<file path="config.mk">
export PLATFORM = sky130hd
export DESIGN_NAME = ccie_div
export DESIGN_NICKNAME = d
export VERILOG_FILES = /design/src/hw/rtl/ccie_pkg.sv /design/src/hw/rtl/ccie_div.sv
export SDC_FILE = /design/constraint.sdc
export NUM_CORES = 1
export LEC_CHECK = 0
export BUFFER_PORTS_ARGS = -buffer_cell sky130_fd_sc_hd__buf_2
export CAP_MARGIN = 20
export CORE_ASPECT_RATIO = 1.4
export CORE_MARGIN = 2
export CORE_UTILIZATION = 30
export DETAILED_ROUTE_END_ITERATION = 7
export HOLD_SLACK_MARGIN = 0.06
export SLEW_MARGIN = 0
export SYNTH_ARGS = -nofsm -noshare
export SYNTH_HDL_FRONTEND = slang
export SYNTH_SLANG_ARGS = --single-unit
</file>
<file path="constraint.sdc">
create_clock -name clk -period 3 [get_ports clk]
set_input_delay 0.3 -clock clk [delete_from_list [all_inputs] [get_ports clk]]
set_output_delay 0.3 -clock clk [all_outputs]
set_load 0.005 [all_outputs]
</file>
<file path="src/hw/rtl/ccie_pkg.sv">
// ccie_pkg: beat types, divider and table-port structs for the coprime counter
// no dependencies; imported by every module of the block
package ccie_pkg;

	localparam int N_W   = 63;  // width of range top and count
	localparam int K_W   = 16;  // width of target and of every divisor
	localparam int DCNT_W = 6;  // divider step counter width

	// query beat, range top in the upper bits
	typedef struct packed {
		logic [N_W-1:0] upper_limit;
		logic [K_W-1:0] target;
	} query_t;

	// result beat
	typedef struct packed {
		logic [N_W-1:0] coprime_total;
		logic           target_too_large;
	} result_t;

	// divider request, start is a single-cycle pulse
	typedef struct packed {
		logic           start;
		logic [N_W-1:0] dividend;
		logic [K_W-1:0] divisor;
	} div_req_t;

	// divider response, done pulses for one cycle with the results
	typedef struct packed {
		logic           done;
		logic [N_W-1:0] quotient;
		logic [K_W-1:0] remainder;
	} div_rsp_t;

	// factor table read request
	typedef struct packed {
		logic           en;
		logic [K_W-1:0] addr;
	} tbl_rd_t;

endpackage

</file>
<file path="src/hw/rtl/ccie_div.sv">
// ccie_div: restoring divider, 63-bit dividend by 16-bit divisor, one bit a cycle
// depends on ccie_pkg
module ccie_div
	import ccie_pkg::*;
(
	input  logic     clk,
	input  logic     arst_n,
	input  div_req_t req,
	output div_rsp_t rsp
);

	logic              busy_q;
	logic              done_q;
	logic [DCNT_W-1:0] cnt_q;
	logic [N_W-1:0]    quo_q;
	logic [K_W-1:0]    rem_q;
	logic [K_W-1:0]    dvs_q;
	logic [K_W:0]      trial;
	logic              fits;

	// shift in the next dividend bit and try a subtract
	assign trial = {rem_q, quo_q[N_W-1]};
	assign fits  = (trial >= {1'b0, dvs_q});

	// control
	always_ff @(posedge clk or negedge arst_n) begin
		if (!arst_n) begin
			busy_q <= 1'b0;
			done_q <= 1'b0;
			cnt_q  <= '0;
		end else begin
			done_q <= 1'b0;
			if (!busy_q) begin
				if (req.start) begin
					busy_q <= 1'b1;
					cnt_q  <= '0;
				end
			end else begin
				cnt_q <= cnt_q + DCNT_W'(1);
				if (cnt_q == DCNT_W'(N_W - 1)) begin
					busy_q <= 1'b0;
					done_q <= 1'b1;
				end
			end
		end
	end

	// datapath
	always_ff @(posedge clk) begin
		if (!busy_q) begin
			if (req.start) begin
				quo_q <= req.dividend;
				rem_q <= '0;
				dvs_q <= req.divisor;
			end
		end else begin
			quo_q <= {quo_q[N_W-2:0], fits};
			rem_q <= fits ? K_W'(trial - {1'b0, dvs_q}) : trial[K_W-1:0];
		end
	end

	assign rsp.done      = done_q;
	assign rsp.quotient  = quo_q;
	assign rsp.remainder = rem_q;

endmodule

</file>
# ---- Word level (Yosys, flattened, before mapping)
# Cells that the tools add are included.
dict set report classes {
  n_shift 0
  order_cmp 1
  n_reduce_logical 2
  mux 12
  eq_ne 1
  bitwise 1
  n_div 0
  n_mul 0
  n_addsub 2
}
# op n
set op_table {}
lappend op_table {{63-bit 2-to-1 mux} 2}
lappend op_table {{16-bit 2-to-1 mux} 3}
lappend op_table {{17-bit by 16-bit greater-or-equal comparator with 1-bit output} 1}
lappend op_table {{16-bit subtractor} 1}
lappend op_table {{6-bit 2-to-1 mux} 2}
lappend op_table {{6-bit by 1-bit adder with 6-bit output, second input constant} 1}
lappend op_table {{6-bit equality test, second input constant} 1}
lappend op_table {{1-bit 2-to-1 mux} 5}
lappend op_table {{2-bit AND reduction} 1}
lappend op_table {{2-bit nonzero test} 1}
lappend op_table {{1-bit inverter} 1}
dict set report totals {
  memories 0
  mem_bits_ro 0
  latchBits 0
  wordCells 25
  ram_bits 0
  register_bits 103
}

# ---- Longest topological paths before layout
dict set report logic_depth {
  word_depth 3
  mapped_depth 10
  depth_no_buf 10
}

# ---- Worst setup path before layout
# No wires, ideal clock.
dict set report synth_timing {
  path_kind {register to register}
  startpoint {register busy_q}
  endpoint {register quo_q[0] (enable)}
  arrival_ps 2536
  path_stages_with_launch 5
  period_less_slack_ps 2969
  setup_ps 433
  path_slack_ps 31
  required_ps 2567
  cell_sequence {dfrtp_1 -> clkbuf_1 -> clkbuf_1 -> nor2_1 -> inv_1}
}
dict set report synth_via {
  elab_chain_len 1
}
# item line_no
set synth_lines {}
lappend synth_lines {{start: declaration} ccie_div.sv:12} ;# logic busy_q;
lappend synth_lines {{start signal: assignment} ccie_div.sv:28} ;# busy_q <= 1'b0;
lappend synth_lines {{start signal: assignment} ccie_div.sv:35} ;# busy_q <= 1'b1;
lappend synth_lines {{start signal: assignment} ccie_div.sv:41} ;# busy_q <= 1'b0;
lappend synth_lines {{2-bit nonzero test (no line)} n/a}
lappend synth_lines {{end signal: assignment} ccie_div.sv:52} ;# quo_q <= req.dividend;
lappend synth_lines {{end signal: assignment} ccie_div.sv:57} ;# quo_q <= {quo_q[N_W-2:0], fits};
lappend synth_lines {{end: declaration} ccie_div.sv:15} ;# logic [N_W-1:0] quo_q;
# No other way between the ends.
# A chain may end at the register's enable or synchronous reset.

# ---- Final worst setup path
dict set report layout_timing {
  startpoint {register rem_q[11]}
  endpoint {register rem_q[14] (data pin)}
}
dict set report layout_via {
  elab_chain_len 3
  word_cells_on_any_way 4
  cone_classes {1 x add/sub; 1 x order compare; 2 x mux}
}
# item line_no
set layout_lines {}
lappend layout_lines {{start: declaration} ccie_div.sv:16} ;# logic [K_W-1:0] rem_q;
lappend layout_lines {{start signal: assignment} ccie_div.sv:58} ;# rem_q <= fits ? K_W'(trial - {1'b0, dvs_q}) : trial[K_W-1:0];
lappend layout_lines {{16-bit subtractor / 17-bit by 16-bit greater-or-equal comparator with 1-bit output (equally long branches)} {ccie_div.sv:58, ccie_div.sv:23}}
lappend layout_lines {{16-bit 2-to-1 mux *} ccie_div.sv:58}
lappend layout_lines {{16-bit 2-to-1 mux *} ccie_div.sv:50} ;# if (!busy_q) begin
# Mark *: on every way between the ends. The rest lies on a longest branch, timed or not.

==> impl_metrics.ini <==
[status]
status = finished, final reports clean

[synthesis]
synth-main-ff-cell = edfxtp_1
avgSynthCellArea_um2 = 13.7
async_flop_share = 0.0777
syn_area_um2 = 5160
yosys_warnings = 0
syn_inst = 376
seq_area_frac_synth = 0.592
syn-num-nets = 477
synth_edf_count = 95
ys_seq_elements = 103
yosysUniqueCellTypes = 50

[floorplanning]
die_w_um = 115
start_util = 0.307
dieArea_um2 = 18300
std_cell_rows = 56
dieHeight_um = 159
ios = 162
core_um2 = 16800

[worst_setup_path]
reg2reg_to = rem_q[14]
worstSetupStartpointType = flop
rr_startpoint = rem_q[11]
rrSetupSlack_ps = 310
required_ps = 3090
critPathKind = reg2reg
cp.arrival_ps = 2780
path_max_fanout = 23
critPathCaptureType = flop
r2r.worst_path.cells = 7

[detailed_routing]
wl_per_cell_um = 16.3
drt_first_pass_iters = 4
drt_iter0_markers = 135
drcViolationCount = 0
vias_per_cell = 4.81
vias = 3591
ant_nets = 0
wl_um = 12100

[global_route]
gr-total-overflow = 0
gr-usage-all-layers = 0.137
grt_first_pass_wirelength_um = 19600
grt_antenna_before_repair = 1
grt_max_degree = 62
grt_pass1_vias = 3870

[clock_network]
cts_tree = built
htreeDepth = 3
clock_latency_ps = 360
clockBufferDepth = 2
cts_setup_buffers = 0
cts.reportedPaths.clkPinSlew_ps = 80
cts_root_buf = clkbuf_16
cts_sinks = 103
cts-buffers-inserted = 9

[power]
power_leakage_nw = 2.75
power_density_nw_per_um2 = 1040
ir_drop_mv = 0.416
fin_total_pwr_mw = 6.76

[final_layout]
drive_gt1_frac = 0.478
multi_input_area_um2 = 1920
antenna_cells = 0
syn_to_final_growth_pct = 26.3
fin_nets = 640
seq_area_um2 = 3050
final_common_cell = buf_2
fillerInstances = 1677
final_cells = 747
final_cell_mix = 161 x buf_2, 95 x edfxtp_1, 62 x mux2_2

[placement]
dp.cells = 730
pre_cts_slack_ps = 308
dp_hpwl_um = 8810
numPortBuffers = 161
globalplace.congestion = 0.842

[sta]
worst_pin_slew_ps = 798
rsz0062_at_grt = false
setup_slack_ps = 312
relSlewSlack = 0.468
post-route-min-period_ps = 2690
finalSetupTns_ps = 0
clock_skew_ps = 11.6
report.final.hold_viol_count = 0
maxClockFrequency_ghz = 0.372
period_share = 0.896
worst_hold_slack_ps = 113
drv_slew = 0
finalSetupViolCount = 0

[worst_hold_path]
hp-class = in2reg
min_path_cells = 1
hp-start = req[15]
min_to = dvs_q[15]

[run]
maxCapViolCount = 0
==> metal layers <==
layer  routed length [um]  GRT usage  up-vias
li1                     -          -     1734
met1                 4770      0.154     1706
met2                 6300      0.238      132
met3                  839     0.0499       17
met4                  218     0.0476        2
met5                   13          0        -
==> per-stage QoR <==
stage                     instance area, um^2   util
final                                    6510  0.387
after global routing                     6510  0.387
after CTS                                6510  0.387
after detailed placement                 6180  0.368
after global placement                   6180  0.368
after floorplan                          5160      -
==> cell families after synthesis <==
logic type               after synthesis  synth area share
multiplexers                          70             0.151
adder cells (fa/ha/maj)               19            0.0476
AND/OR/NAND/NOR                       69            0.0650
flip-flops                           103             0.592
XOR/XNOR                              13            0.0221
AO/OA/AOI/OAI                         60            0.0866
buffers and inverters                 42            0.0357
==> state kept, by name, indices dropped and copies added, names as in the netlist <==
name	flops
quo_q	63
busy_q	1
dvs_q	16
rem_q	16
done_q	1
cnt_q	6
==> synth_stat cells (all sizes together) (2+ instances only) <==
cell | n | area share
nand2 | 18 | 0.013
xor2 | 4 | 0.0068
nand2b | 4 | 0.0049
a31oi | 2 | 0.0024
xnor2 | 9 | 0.015
a21o | 3 | 0.0044
nand3 | 3 | 0.0029
nor2b | 2 | 0.0024
a2111oi | 4 | 0.0080
a21oi | 9 | 0.0087
mux2i | 8 | 0.016
dfrtp | 8 | 0.039
nor3 | 6 | 0.0058
o22ai | 4 | 0.0049
o21a | 3 | 0.0044
nand4 | 4 | 0.0049
edfxtp | 95 | 0.55
o2111ai | 2 | 0.0034
o21ai | 13 | 0.013
mux2 | 62 | 0.14
clkbuf | 11 | 0.0080
ha | 18 | 0.044
o211ai | 5 | 0.0073
inv | 25 | 0.018
buf | 6 | 0.0095
nor2 | 25 | 0.019
a211oi | 7 | 0.016
==> layout make-up <==
class | count | share of cell area
flip-flops and latches | 103 | 0.469
multi-input cells | 231 | 0.295
well taps | 203 | 0.0390
repair buffers | 169 | 0.133
clock inverters | 7 | 0.0150
clock buffers | 9 | 0.0346
inverters | 25 | 0.0146
==> timing repair <==
item | CTS | global route
resized for setup | 0 | 0
hold buffers | 1 | 0
hold endpoints to repair | 8 | 0
==> worst max-delay path by stage <==
stage	depth (start not counted)	from	slack (ps)	endpoint
after floorplan	4	busy_q	30	quo_q[0]
after detailed placement	7	rem_q[11]	310	rem_q[14]
after global placement	7	rem_q[11]	410	rem_q[15]
after CTS	7	rem_q[11]	300	rem_q[14]
final	7	rem_q[11]	310	rem_q[14]
after global routing	8	rem_q[1]	150	rem_q[15]
==> critical path, cell delays in order, from the launching register on <==
cell and delay (ps):
edfxtp_1 430, ha_1 470, a21o_1 270, o21bai_1 150, a2111oi_0 360, or2b_4 460
nand2_1 170, o22ai_1 110
==> where the power goes <==
group / internal (mW) / total [mW] / switching, mW
Combinational: 1.40 / 2.70 / 1.30
Sequential: 2.40 / 2.78 / 0.373
Clock: 0.678 / 1.28 / 0.605
Note: power is estimated with default switching activity, not from simulation.
